`config.mk`:
```
export PLATFORM = sky130hd
export DESIGN_NAME = stepper_ramp_controller
export DESIGN_NICKNAME = d
export VERILOG_FILES = /design/src/rtl/core/srctl_pkg.sv /design/src/rtl/core/stepper_ramp_controller.sv
export SDC_FILE = /design/constraint.sdc
export NUM_CORES = 1
export LEC_CHECK = 0
export BUFFER_PORTS_ARGS = -buffer_cell sky130_fd_sc_hd__buf_2
export CAP_MARGIN = 0
export CORE_UTILIZATION = 55
export DETAILED_ROUTE_END_ITERATION = 8
export PLACE_DENSITY_LB_ADDON = 0.2
export SLEW_MARGIN = 20
export SYNTH_ARGS = -nofsm -noshare
export SYNTH_HDL_FRONTEND = slang
export SYNTH_SLANG_ARGS = --single-unit
export TNS_END_PERCENT = 50
```
`constraint.sdc`:
```
create_clock -name clock -period 3.4 [get_ports clock]
set_input_delay 0.34 -clock clock [delete_from_list [all_inputs] [get_ports clock]]
set_output_delay 0.34 -clock clock [all_outputs]
set_load 0.03 [all_outputs]
```
`src/rtl/core/srctl_pkg.sv`:
```
// Shared types, key codes and the speed-to-delay table for the stepper ramp controller.
// No dependencies; imported by stepper_ramp_controller.
package srctl_pkg;

   // sizes and reset values
   localparam int          COUNT_DIGITS_DEFAULT = 4;
   localparam int          BCD_SHOWN            = 4;
   localparam logic [7:0]  PHASE_RESET          = 8'h33;
   localparam logic [7:0]  FLOOR_RESET          = 8'd50;
   localparam logic [3:0]  SPEED_RESET          = 4'd5;
   localparam logic [3:0]  SPEED_MAX            = 4'd11;

   // item kinds
   localparam logic OP_TICK = 1'b0;
   localparam logic OP_KEY  = 1'b1;

   // key codes; anything below KEY_DIR is a digit, above KEY_START only stops
   localparam logic [3:0] KEY_DIR    = 4'd10;
   localparam logic [3:0] KEY_FASTER = 4'd11;
   localparam logic [3:0] KEY_SLOWER = 4'd12;
   localparam logic [3:0] KEY_START  = 4'd13;

   typedef struct packed {
      logic       operation;
      logic [3:0] key_code;
   } req_type;

   typedef struct packed {
      logic        phase_valid;
      logic [7:0]  phase_drive;
      logic        running;
      logic        counter_clockwise;
      logic [3:0]  speed_level;
      logic [15:0] count_bcd;
      logic        display_update;
   } rsp_type;

   // target step delay in ticks per speed level; out-of-range levels use the fastest
   function automatic logic [7:0] delay_lookup(input logic [3:0] level);
      logic [7:0] delay;
      case (level)
         4'd0:    delay = 8'd250;
         4'd1:    delay = 8'd125;
         4'd2:    delay = 8'd83;
         4'd3:    delay = 8'd62;
         4'd4:    delay = 8'd50;
         4'd5:    delay = 8'd42;
         4'd6:    delay = 8'd36;
         4'd7:    delay = 8'd32;
         4'd8:    delay = 8'd28;
         4'd9:    delay = 8'd25;
         4'd10:   delay = 8'd22;
         default: delay = 8'd21;
      endcase
      return delay;
   endfunction

endpackage

```
`src/rtl/core/stepper_ramp_controller.sv`:
```
// Stepper motor controller with keypad command decode and an acceleration ramp.
// Depends on srctl_pkg (payload structs, key codes, delay table).
//
//   channel | direction | handshake           | payload
//   --------+-----------+---------------------+---------------------------------
//   req     | in        | req_valid/req_ready | req_type: operation, key_code
//   rsp     | out       | rsp_valid/rsp_ready | rsp_type: phase, status, count
//   csr     | in        | csr_wr_en           | csr_wr_data: ramp start floor
//
// One beat in, one beat out: the state update and the result
// are computed in the accept cycle and the result lands in the output register.
// req_ready is high while the output register is empty or being drained, so a
// new beat is taken in the same cycle the previous result leaves.
// Reset (synchronous, active high) restores phase 0x33, clockwise, speed 5, count
// zero, motor stopped and floor 50; there is no clearing pass.
module stepper_ramp_controller
   import srctl_pkg::*;
#(
   parameter int COUNT_DIGITS = COUNT_DIGITS_DEFAULT
) (
   input  logic       clock,
   input  logic       reset,
   input  logic       req_valid,
   output logic       req_ready,
   input  req_type    req_data,
   output logic       rsp_valid,
   input  logic       rsp_ready,
   output rsp_type    rsp_data,
   input  logic       csr_wr_en,
   input  logic [7:0] csr_wr_data
);

   localparam int SHOWN = (COUNT_DIGITS < BCD_SHOWN) ? COUNT_DIGITS : BCD_SHOWN;

   // controller state
   logic [7:0] floor_ff,  floor_in;
   logic [7:0] phase_ff,  phase_in;
   logic       cw_ff,     cw_in;
   logic [3:0] speed_ff,  speed_in;
   logic [7:0] target_ff, target_in;
   logic [7:0] ramp_ff,   ramp_in;
   logic [7:0] reload_ff, reload_in;
   logic       motor_ff,  motor_in;
   logic [3:0] digits_ff [COUNT_DIGITS];
   logic [3:0] digits_in [COUNT_DIGITS];

   // output register
   logic       rsp_valid_ff, rsp_valid_in;
   rsp_type    rsp_data_ff,  rsp_data_in;

   // step helpers
   logic       accept;
   logic [7:0] ramp_dec;
   logic [7:0] reload_next;
   logic [7:0] start_delay;
   logic [7:0] table_delay;
   logic [3:0] digits_dec [COUNT_DIGITS];
   logic       count_zero;
   logic       dec_zero;
   logic       borrow;

   assign accept    = req_valid && req_ready;
   assign req_ready = !rsp_valid_ff || rsp_ready;
   assign rsp_valid = rsp_valid_ff;
   assign rsp_data  = rsp_data_ff;

   // take the floor register from the config port
   assign floor_in = csr_wr_en ? csr_wr_data : floor_ff;

   // start delay: table target, raised to the floor
   assign table_delay = delay_lookup(speed_ff);
   assign start_delay = (table_delay < floor_ff) ? floor_ff : table_delay;

   // ramp countdown and reload creep toward the target
   assign ramp_dec    = ramp_ff - 8'd1;
   assign reload_next = (target_ff != reload_ff) ? (reload_ff - 8'd1) : reload_ff;

   // BCD decrement with borrow ripple, and zero tests before and after
   always_comb begin
      borrow     = 1'b1;
      count_zero = 1'b1;
      dec_zero   = 1'b1;
      for (int i = 0; i < COUNT_DIGITS; i++) begin
         if (!borrow) begin
            digits_dec[i] = digits_ff[i];
         end else if (digits_ff[i] != 4'd0) begin
            digits_dec[i] = digits_ff[i] - 4'd1;
            borrow        = 1'b0;
         end else begin
            digits_dec[i] = 4'd9;
         end
         if (digits_ff[i] != 4'd0) begin
            count_zero = 1'b0;
         end
         if (digits_dec[i] != 4'd0) begin
            dec_zero = 1'b0;
         end
      end
   end

   // next state and result for the accepted beat
   always_comb begin
      phase_in  = phase_ff;
      cw_in     = cw_ff;
      speed_in  = speed_ff;
      target_in = target_ff;
      ramp_in   = ramp_ff;
      reload_in = reload_ff;
      motor_in  = motor_ff;
      for (int i = 0; i < COUNT_DIGITS; i++) begin
         digits_in[i] = digits_ff[i];
      end
      rsp_data_in = '0;

      if (accept) begin
         if (req_data.operation == OP_KEY) begin
            // every key stops motion first
            motor_in = 1'b0;
            if (req_data.key_code < KEY_DIR) begin
               for (int i = COUNT_DIGITS - 1; i > 0; i--) begin
                  digits_in[i] = digits_ff[i - 1];
               end
               digits_in[0] = req_data.key_code;
            end else begin
               case (req_data.key_code)
                  KEY_DIR: begin
                     cw_in    = !cw_ff;
                     phase_in = cw_ff ? {phase_ff[1:0], phase_ff[7:2]}
                                      : {phase_ff[5:0], phase_ff[7:6]};
                  end
                  KEY_FASTER: begin
                     if (speed_ff < SPEED_MAX) begin
                        speed_in = speed_ff + 4'd1;
                     end
                  end
                  KEY_SLOWER: begin
                     if (speed_ff != 4'd0) begin
                        speed_in = speed_ff - 4'd1;
                     end
                  end
                  KEY_START: begin
                     target_in = table_delay;
                     ramp_in   = start_delay;
                     reload_in = start_delay;
                     motor_in  = 1'b1;
                  end
                  default: begin
                     // stop keys: nothing beyond the stop
                  end
               endcase
            end
         end else if (motor_ff) begin
            // tick: count the ramp down, step when it hits zero
            ramp_in = ramp_dec;
            if (ramp_dec == 8'd0) begin
               reload_in               = reload_next;
               ramp_in                 = reload_next;
               rsp_data_in.phase_valid = 1'b1;
               rsp_data_in.phase_drive = phase_ff;
               phase_in = cw_ff ? {phase_ff[6:0], phase_ff[7]}
                                : {phase_ff[0], phase_ff[7:1]};
               if (!count_zero) begin
                  rsp_data_in.display_update = 1'b1;
                  for (int i = 0; i < COUNT_DIGITS; i++) begin
                     digits_in[i] = digits_dec[i];
                  end
                  if (dec_zero) begin
                     motor_in = 1'b0;
                  end
               end
            end
         end
      end

      // status reflects the state after this beat
      rsp_data_in.running           = motor_in;
      rsp_data_in.counter_clockwise = !cw_in;
      rsp_data_in.speed_level       = speed_in;
      for (int i = 0; i < SHOWN; i++) begin
         rsp_data_in.count_bcd[4*i +: 4] = digits_in[i];
      end
   end

   // hold the result until taken, load a new one on accept
   always_comb begin
      if (accept) begin
         rsp_valid_in = 1'b1;
      end else if (rsp_ready) begin
         rsp_valid_in = 1'b0;
      end else begin
         rsp_valid_in = rsp_valid_ff;
      end
   end

   // state registers
   always_ff @(posedge clock) begin
      if (reset) begin
         floor_ff     <= FLOOR_RESET;
         phase_ff     <= PHASE_RESET;
         cw_ff        <= 1'b1;
         speed_ff     <= SPEED_RESET;
         target_ff    <= 8'd0;
         ramp_ff      <= 8'd0;
         reload_ff    <= 8'd0;
         motor_ff     <= 1'b0;
         rsp_valid_ff <= 1'b0;
         for (int i = 0; i < COUNT_DIGITS; i++) begin
            digits_ff[i] <= 4'd0;
         end
      end else begin
         floor_ff     <= floor_in;
         phase_ff     <= phase_in;
         cw_ff        <= cw_in;
         speed_ff     <= speed_in;
         target_ff    <= target_in;
         ramp_ff      <= ramp_in;
         reload_ff    <= reload_in;
         motor_ff     <= motor_in;
         rsp_valid_ff <= rsp_valid_in;
         for (int i = 0; i < COUNT_DIGITS; i++) begin
            digits_ff[i] <= digits_in[i];
         end
      end
   end

   // result payload, loaded only on accept
   always_ff @(posedge clock) begin
      if (accept) begin
         rsp_data_ff <= rsp_data_in;
      end
   end

endmodule
```
==> results of run 1 <==
layer usage:
metal	up-vias	track usage
met4	0	0.1369
li1	2574	-
met1	2597	0.3486
met2	228	0.4736
met3	43	0.06131
met5	-	0
critical path, stage by stage, from the launching register on:
cell and delay, ns:
sky130_fd_sc_hd__dfxtp_1 0.34, sky130_fd_sc_hd__inv_1 0.10, sky130_fd_sc_hd__ha_1 0.19, sky130_fd_sc_hd__or3b_2 0.49, sky130_fd_sc_hd__o21ai_0 0.32, sky130_fd_sc_hd__and3_1 0.34
sky130_fd_sc_hd__nand3_1 0.43, sky130_fd_sc_hd__or4_1 0.61, sky130_fd_sc_hd__a31oi_1 0.16
cells in the mapped netlist, types with 3 or more instances:
library cell                count
sky130_fd_sc_hd__a211oi_1       5
sky130_fd_sc_hd__nand4b_1       3
sky130_fd_sc_hd__and3_1        12
sky130_fd_sc_hd__buf_1          6
sky130_fd_sc_hd__o211a_1        3
sky130_fd_sc_hd__or4_1          5
sky130_fd_sc_hd__nand4_1       12
sky130_fd_sc_hd__nor4_1         6
sky130_fd_sc_hd__o21ai_0       34
sky130_fd_sc_hd__or3_1         12
sky130_fd_sc_hd__o31a_1         4
sky130_fd_sc_hd__a31oi_1       20
sky130_fd_sc_hd__nand2_1       59
sky130_fd_sc_hd__nor2b_1        6
sky130_fd_sc_hd__a21oi_1       30
sky130_fd_sc_hd__buf_4          3
sky130_fd_sc_hd__o21a_1         4
sky130_fd_sc_hd__xnor2_1       17
sky130_fd_sc_hd__a22o_1         8
sky130_fd_sc_hd__xor2_1         3
sky130_fd_sc_hd__ha_1          18
sky130_fd_sc_hd__nor3_1        27
sky130_fd_sc_hd__a311oi_1       5
sky130_fd_sc_hd__a21o_1         4
sky130_fd_sc_hd__or2_2          8
sky130_fd_sc_hd__mux2i_1       11
sky130_fd_sc_hd__o211ai_1      10
sky130_fd_sc_hd__nand2b_1       7
sky130_fd_sc_hd__nand3_1       33
sky130_fd_sc_hd__dfxtp_1       71
sky130_fd_sc_hd__inv_1         31
sky130_fd_sc_hd__edfxtp_1      32
sky130_fd_sc_hd__nor2_1        44
sky130_fd_sc_hd__a22oi_1        6
sky130_fd_sc_hd__o2111ai_1      4
sky130_fd_sc_hd__mux2_2         4
sky130_fd_sc_hd__o22ai_1        4
sky130_fd_sc_hd__clkbuf_1      28
sky130_fd_sc_hd__mux4_2         8
sky130_fd_sc_hd__and2_1         6
sky130_fd_sc_hd__a32oi_1        6
sky130_fd_sc_hd__buf_2          3
state kept, by name, indices dropped and copies added, names as in the netlist:
| register | cells |
|---|---|
| reload_ff | 8 |
| phase_ff | 8 |
| digits_ff | 16 |
| floor_ff | 8 |
| speed_ff | 4 |
| motor_ff | 1 |
| table_delay | 8 |
| rsp_valid | 1 |
| target_ff | 8 |
| rsp_data | 32 |
| cw_ff | 1 |
| ramp_ff | 8 |
power by group:
part	internal, mW	switching [mW]	leakage [nW]	total [mW]
registers	1.31	0.0284	0.893	1.33
clock network	0.391	0.434	0.109	0.825
logic	0.121	0.247	1.57	0.369
logic make-up after synthesis:
family,after synthesis,share of synthesized area
xor gates and xnor gates,20,0.02938
and+or+nand+nor,253,0.2201
buffers and inverters,73,0.04993
muxes,23,0.05623
adders and majority gates,18,0.03777
DFF,103,0.3995
AOI/OAI and AO/OA,175,0.2071
worst max-delay path by stage:
| stage | from | endpoint | slack [ns] |
|---|---|---|---|
| 6_report | ramp_ff[0] | reload_ff[5] | 0.34 |
| 5_1_grt | ramp_ff[0] | reload_ff[5] | 0.09 |
| 4_1_cts | ramp_ff[0] | reload_ff[5] | 0.35 |
| 3_5_place_dp | ramp_ff[0] | reload_ff[5] | 0.38 |
| 3_3_place_gp | ramp_ff[0] | reload_ff[2] | 0.50 |
| 2_1_floorplan | rsp_valid | rsp_data[7] | 0.36 |
cell usage in the layout, fill, tap and decap left out, drive strengths merged, types with 7 or more instances in the layout:
cell / n
or2: 8
nor3: 28
xnor2: 17
nand4: 13
o211ai: 10
nand2: 59
clkbuf: 11
a21oi: 30
dfxtp: 71
and3: 12
mux4: 8
a22o: 8
o21ai: 35
or3: 12
and2: 7
nand3: 33
nor2: 44
inv: 33
ha: 18
nand2b: 7
nor4: 7
a31oi: 20
buf: 65
mux2i: 11
edfxtp: 32
layout make-up:
type,instances,area (µm²),share of cell area
flip-flops and latches,103,2382,0.3650
repair buffers,65,360.3,0.05521
clock buffers,11,152.6,0.02339
well taps,136,170.2,0.02607
multi-input cells,489,3283,0.5031
inverters,31,116.4,0.01783
clock inverters,5,61.31,0.009394
through the flow:
stage / worst slack, ns / util / power (mW) / instances
floorplan: 0.3559 / - / 1.621 / 665
global placement: 0.5024 / 0.6060 / 1.715 / 824
detailed placement: 0.3770 / 0.6060 / 1.723 / 824
CTS: 0.3470 / 0.6265 / 2.538 / 840
global route: 0.09275 / 0.6265 / 2.624 / 840
finish: 0.3378 / 0.6265 / 2.528 / 840
==> summary.md, run 1 <==
### STA
• number of failing setup endpoints in the final timing report: 0
• maximum clock rate: 326.6 MHz
• final number of max-transition violations: 0
• final cycle utilization of the critical path: 0.9007
• worst slew slack as a fraction of its limit: 0.4490
• Post-Route Skew: 0.01345 ns
• Hold Fails Final Rpt: 0
• final critical-path required period: 3.062 ns
• hold_ws: 0.1731 ns
• actual slew at the worst max-slew pin: 0.8197 ns
• setup repair after global routing missed its margin: no
• final sum of negative setup slack: 0 ns

### Yosys
• count of flip-flops with a built-in enable after synthesis: 32
• largest cells by area after synthesis: sky130_fd_sc_hd__dfxtp_1, sky130_fd_sc_hd__edfxtp_1, sky130_fd_sc_hd__ha_1
• library cells used by synthesis: 75
• Post-Synthesis Mean Instance Area: 8.967 µm²
• sequential fraction of the synthesis area: 0.3995
• Synth async-reset ratio: 0
• synthesis warning total: 0
• prevailing post-synth register cell: sky130_fd_sc_hd__dfxtp_1
• Yosys top cell by area: sky130_fd_sc_hd__dfxtp_1
• Post-Synthesis Cell Area: 5963 µm²
• count of mapped cells out of synthesis: 665
• FF+latch count, synth: 103
• area share of the largest cell type after synthesis: 0.2384
• Syn Nets: 701

### Global route
• largest net degree at the start of global routing: 47
• via count of the first global-routing pass: 5243
• global-route wire length before repair: 25220 µm
• antenna violations before repair: 0
• global-route usage over all layers: 0.2844
• total congestion overflow after global routing: 0

### Place
• cell area after placement: 6312 µm²
• routability cong.: 0.9340
• count of buffers inserted at the top-level ports: 51
• detailed placer's ending HPWL: 10860 µm

### Clocking
• TritonCTS clock tree: done
• clk slew on worst S/H paths: 0.10 ns
• number of gates resized after cts: 0
• root cell of the clock tree: sky130_fd_sc_hd__clkbuf_8
• CTS Buffer Depth: 2
• count of hold buffers inserted by post-cts repair: 0
• number of buffers inserted during clock tree synthesis: 9
• Post-CTS Setup Repair Bufs: 0
• Clock H-tree levels: 3
• clock network latency to the later pin of the worst-skew pair: 0.38 ns
• Sink Count: 103

### Setup path
• largest fanout on the critical path: 12
• Worst Setup Path Type: reg2reg
• kind of capture point of the worst setup path: flop
• CP Launch Type: flop
• worst reg2reg path depth: 8
• critical path required time: 3.72 ns
• endpoint of the most critical register-to-register path: reload_ff[5]
• register-to-register path setup slack: 0.34 ns
• arrival time reported for the critical path endpoint: 3.38 ns
• startpoint of the most critical register-to-register path: ramp_ff[0]

### Routing
• WL met3: 1060 µm
• routed length per instance: 18.23 µm
• total vias in the final route: 5442
• Via-to-Cell Ratio: 6.479
• number of violations reported at the end of detailed-routing iteration 0: 382
• ANT nets after route: 0
• detailed-route DRC error count: 0
• top layer used by detailed routing: met4
• met2 routed wirelength: 7275 µm
• Routed Wire Length: 15320 µm
• wire length on met1: 6528 µm
• detailed-routing iteration count for the pre-antenna-repair pass: 5

### Power
• Worst VDD drop: 268.6 µV
• leak pwr: 2.571 nW
• areal power density over the cells: 387.3 nW/µm²

### Min path
• endpoint of the worst hold path: floor_ff[5]
• hold path start: csr_wr_data[5]
• path type of the worst min-delay path: in2reg
• cell count of the worst hold path: 3

### Cells and area
• fill cell instance count of the final layout: 903
• cell area after layout: 6526 µm²
• net total in the final layout: 735
• # diodes: 0
• signed area change from the synthesized netlist to the final layout: 9.442%
• share of layout cells above drive strength 1: 0.1605

### Floorplanning
• effective utilization at floorplan: 0.5725
• Die Y: 106.1 µm
• # rows: 37
• core area: 10420 µm²
• area of the die: 11260 µm²
• die boundary width: 106.1 µm
• # IOs: 52

### Run status
• outcome: finished, final reports clean

### Run
• count of maximum capacitance violations: 0

(Power assumes the default switching activity.)
==> run 2, diff against run 1 <==
ABC_AREA = 1   (was unset)
==> summary.md, run 2 <==
### Place
• pre-CTS worst setup slack: 0.7067 ns, +0.3297 ns
• routability cong.: 0.8816, -5.6%
• number of placed cells counting well taps: 1058, +28%
• count of buffers inserted at the top-level ports: 51, unchanged
• detailed placer's ending HPWL: 9741 µm, -10%

### STA
• worst slew slack as a fraction of its limit: 0.4718, +0.02281
• final number of max-transition violations: 0, unchanged
• setup repair after global routing missed its margin: no
• final critical-path required period: 2.511 ns, -0.5514 ns
• Hold Fails Final Rpt: 0, unchanged
• number of failing setup endpoints in the final timing report: 0, unchanged
• final setup margin: 0.8892 ns, +0.5514 ns
• final sum of negative setup slack: 0 ns, unchanged
• final cycle utilization of the critical path: 0.7385, -0.1622
• Post-Route Skew: 0.008940 ns, -0.004513 ns
• actual slew at the worst max-slew pin: 0.7894 ns, -0.03031 ns
• hold_ws: 0.1794 ns, +0.006269 ns
• maximum clock rate: 398.3 MHz, +22%

### Cells and area
• signed area change from the synthesized netlist to the final layout: 8.453%
• most common cell after layout, fill and taps aside: sky130_fd_sc_hd__nand2_1
• share of layout cells above drive strength 1: 0.1156, -0.04488
• Finished Core Util: 0.6113, -0.01526
• Non-Filler Instances: 1074, +28%
• flip-flop count of the largest register after layout: 32, unchanged
• net total in the final layout: 965, +31%
• leading cell types in the layout, fill and taps excluded: sky130_fd_sc_hd__nand2_1, sky130_fd_sc_hd__inv_1, sky130_fd_sc_hd__nor2_1, sky130_fd_sc_hd__o21ai_0, sky130_fd_sc_hd__dfxtp_1
• # diodes: 0, unchanged

### Yosys
• Synth async-reset ratio: 0, unchanged
• count of flip-flops with a built-in enable after synthesis: 32, unchanged
• area share of the largest cell type after synthesis: 0.2336, -0.004706
• largest cells by area after synthesis: sky130_fd_sc_hd__dfxtp_1, sky130_fd_sc_hd__edfxtp_1, sky130_fd_sc_hd__nand2_1
• Post-Synthesis Cell Area: 6083 µm², +2.0%
• cell with the most instances after synthesis: sky130_fd_sc_hd__nand2_1
• Post-Synthesis Mean Instance Area: 6.835 µm², -24%
• synthesis warning total: 0, unchanged
• most used standard cells in the synthesized netlist: sky130_fd_sc_hd__nand2_1, sky130_fd_sc_hd__inv_1, sky130_fd_sc_hd__nor2_1, sky130_fd_sc_hd__dfxtp_1, sky130_fd_sc_hd__o21ai_0
• library cells used by synthesis: 40, -47%
• prevailing post-synth register cell: sky130_fd_sc_hd__dfxtp_1
• count of mapped cells out of synthesis: 890, +34%
• Yosys top cell by area: sky130_fd_sc_hd__dfxtp_1
• sequential fraction of the synthesis area: 0.3916, -0.007888
• FF+latch count, synth: 103, unchanged
• Syn Nets: 926, +32%

### Power
• areal power density over the cells: 387.1 nW/µm², about the same
• Worst VDD drop: 300.2 µV, +12%
• leak pwr: 3.295 nW, +28%

### Floorplanning
• # IOs: 52, unchanged
• core area: 10790 µm², +3.6%
• die boundary width: 107.2 µm, +0.98%
• # rows: 38, +2.7%
• area of the die: 11490 µm², +2.0%
• Die Y: 107.2 µm, +0.98%
• effective utilization at floorplan: 0.5636, -0.008848

### Global route
• antenna violations before repair: 0, unchanged
• largest net degree at the start of global routing: 44, -6.4%
• via count of the first global-routing pass: 5175, -1.3%
• global-route usage over all layers: 0.2512, -0.03320
• global-route wire length before repair: 23080 µm, -8.5%
• total congestion overflow after global routing: 0, unchanged

### Routing
• top layer used by detailed routing: met4
• wire length on met1: 6300 µm, -3.5%
• detailed-route DRC error count: 0, unchanged
• ANT nets after route: 0, unchanged
• Routed Wire Length: 13360 µm, -13%
• routed length per instance: 12.44 µm, -32%
• detailed-routing iteration count for the pre-antenna-repair pass: 5, unchanged
• Via-to-Cell Ratio: 5.220, -19%
• number of violations reported at the end of detailed-routing iteration 0: 269, -30%
• WL met3: 649 µm, -39%
• total vias in the final route: 5606, +3.0%
• met2 routed wirelength: 6183 µm, -15%

### Clocking
• Sink Count: 103, unchanged
• number of buffers inserted during clock tree synthesis: 9, unchanged
• Clock H-tree levels: 3, unchanged
• count of hold buffers inserted by post-cts repair: 0, unchanged
• clock network latency to the later pin of the worst-skew pair: 0.37 ns, about the same
• CTS Buffer Depth: 2, unchanged
• number of gates resized after cts: 0, unchanged
• root cell of the clock tree: sky130_fd_sc_hd__clkbuf_8
• TritonCTS clock tree: done
• Post-CTS Setup Repair Bufs: 0, unchanged
• clk slew on worst S/H paths: 0.10 ns, about the same

### Setup path
• delay of the slowest cell on the worst path: 0.42 ns, -0.19 ns
• Buf/Inv on CP: 3, +2
• crit-path leading delay family: simple AND/OR/NAND/NOR gates
• critical path required time: 3.54 ns, -0.18 ns
• worst-path cell with the longest stage delay: sky130_fd_sc_hd__nor2_2
• CP dominant cell by count: sky130_fd_sc_hd__nand2_1
• largest fanout on the critical path: 12, unchanged
• chain of cells forming the critical path: inv_1 -> ha_1 -> inv_1 -> nand2_1 -> nand2_1 -> nor2_2 -> nand3_2 -> nor2_4 -> nand2_1 -> nor2_2 -> nand3_1 -> nand3_1 -> nand2_1 -> nand2_1 -> inv_1
• arrival time reported for the critical path endpoint: 2.65 ns, -0.73 ns
• Worst Setup Path Type: reg2reg
• CP Launch Type: flop
• kind of capture point of the worst setup path: flop

### Run status
• outcome: finished, final reports clean

### Min path
• path type of the worst min-delay path: in2reg

### Run
• count of maximum capacitance violations: 0, unchanged

-- run 2: changes by cell type in the layout (fill, tap and decap cells not counted), moves of 11 or more --
cell                      change
sky130_fd_sc_hd__a21oi_1     +18
sky130_fd_sc_hd__a31oi_1     -20
sky130_fd_sc_hd__and3_1      -11
sky130_fd_sc_hd__inv_1       +96
sky130_fd_sc_hd__mux2i_1     -11
sky130_fd_sc_hd__nand2_1    +165
sky130_fd_sc_hd__nand3_1     +31
sky130_fd_sc_hd__nor2_1      +61
sky130_fd_sc_hd__nor3_1      -22
sky130_fd_sc_hd__o21ai_0     +37
sky130_fd_sc_hd__o21ai_1     +13
sky130_fd_sc_hd__or3_1       -12
-- run 2: worst paths after layout --
kind / startpoint / end / slack [ns] / cells after the start
max: ramp_ff[0] / rsp_data[3] / 0.89 / 15
min reg2reg: floor_ff[0] / floor_ff[0] / 0.49 / 2
min: csr_wr_data[5] / floor_ff[5] / 0.18 / 3
max reg2reg: ramp_ff[0] / rsp_data[3] / 0.89 / 15
-- run 2: logic make-up (layout without fill, tap and decap cells) --
| family | count (synthesis) | after routing | synth area share |
|---|---|---|---|
| adders and majority gates | 18 | 18 | 0.03702 |
| and+or+nand+nor | 431 | 431 | 0.3019 |
| buffers and inverters | 166 | 210 | 0.1074 |
| xor gates and xnor gates | 19 | 19 | 0.02859 |
| DFF | 103 | 103 | 0.3916 |
| AOI/OAI and AO/OA | 153 | 153 | 0.1335 |
-- run 2: power breakdown --
group | internal, mW | switching [mW] | total, mW
Combinational | 0.143 | 0.340 | 0.483
Clock | 0.290 | 0.426 | 0.715
Sequential | 1.33 | 0.0287 | 1.36
-- run 2: worst reg2reg max path, stage by stage (launching register included) --
cell and delay [ns]:
sky130_fd_sc_hd__dfxtp_1 0.33, sky130_fd_sc_hd__inv_1 0.16, sky130_fd_sc_hd__ha_1 0.28, sky130_fd_sc_hd__inv_1 0.06, sky130_fd_sc_hd__nand2_1 0.05, sky130_fd_sc_hd__nand2_1 0.09
sky130_fd_sc_hd__nor2_2 0.11, sky130_fd_sc_hd__nand3_2 0.09, sky130_fd_sc_hd__nor2_4 0.14, sky130_fd_sc_hd__nand2_1 0.14, sky130_fd_sc_hd__nor2_2 0.42, sky130_fd_sc_hd__nand3_1 0.14
sky130_fd_sc_hd__nand3_1 0.11, sky130_fd_sc_hd__nand2_1 0.06, sky130_fd_sc_hd__nand2_1 0.07, sky130_fd_sc_hd__inv_1 0.04
-- run 2: through the flow --
step	area [µm²]	total power, mW
2_1_floorplan	6083	1.747
3_3_place_gp	6417	1.857
3_5_place_dp	6417	1.862
4_1_cts	6598	2.573
5_1_grt	6598	2.696
6_report	6598	2.554
-- run 2: layout make-up --
type | instances | area [µm²]
Timing Repair Buffer | 56 | 292.8
Clock inverter | 6 | 42.54
Multi-Input combinational cell | 621 | 3048
Inverter | 138 | 519.2
Clock buffer | 10 | 137.6
Sequential cell | 103 | 2382
Tap cell | 140 | 175.2
Fill cell | 1066 | 4195
-- run 2: metal layers --
metal  global-route usage  vias to the layer above
li1                     -                     2917
met1               0.3304                     2505
met5                    0                        -
met2               0.4253                      163
met3              0.02857                       21
met4              0.09002                        0
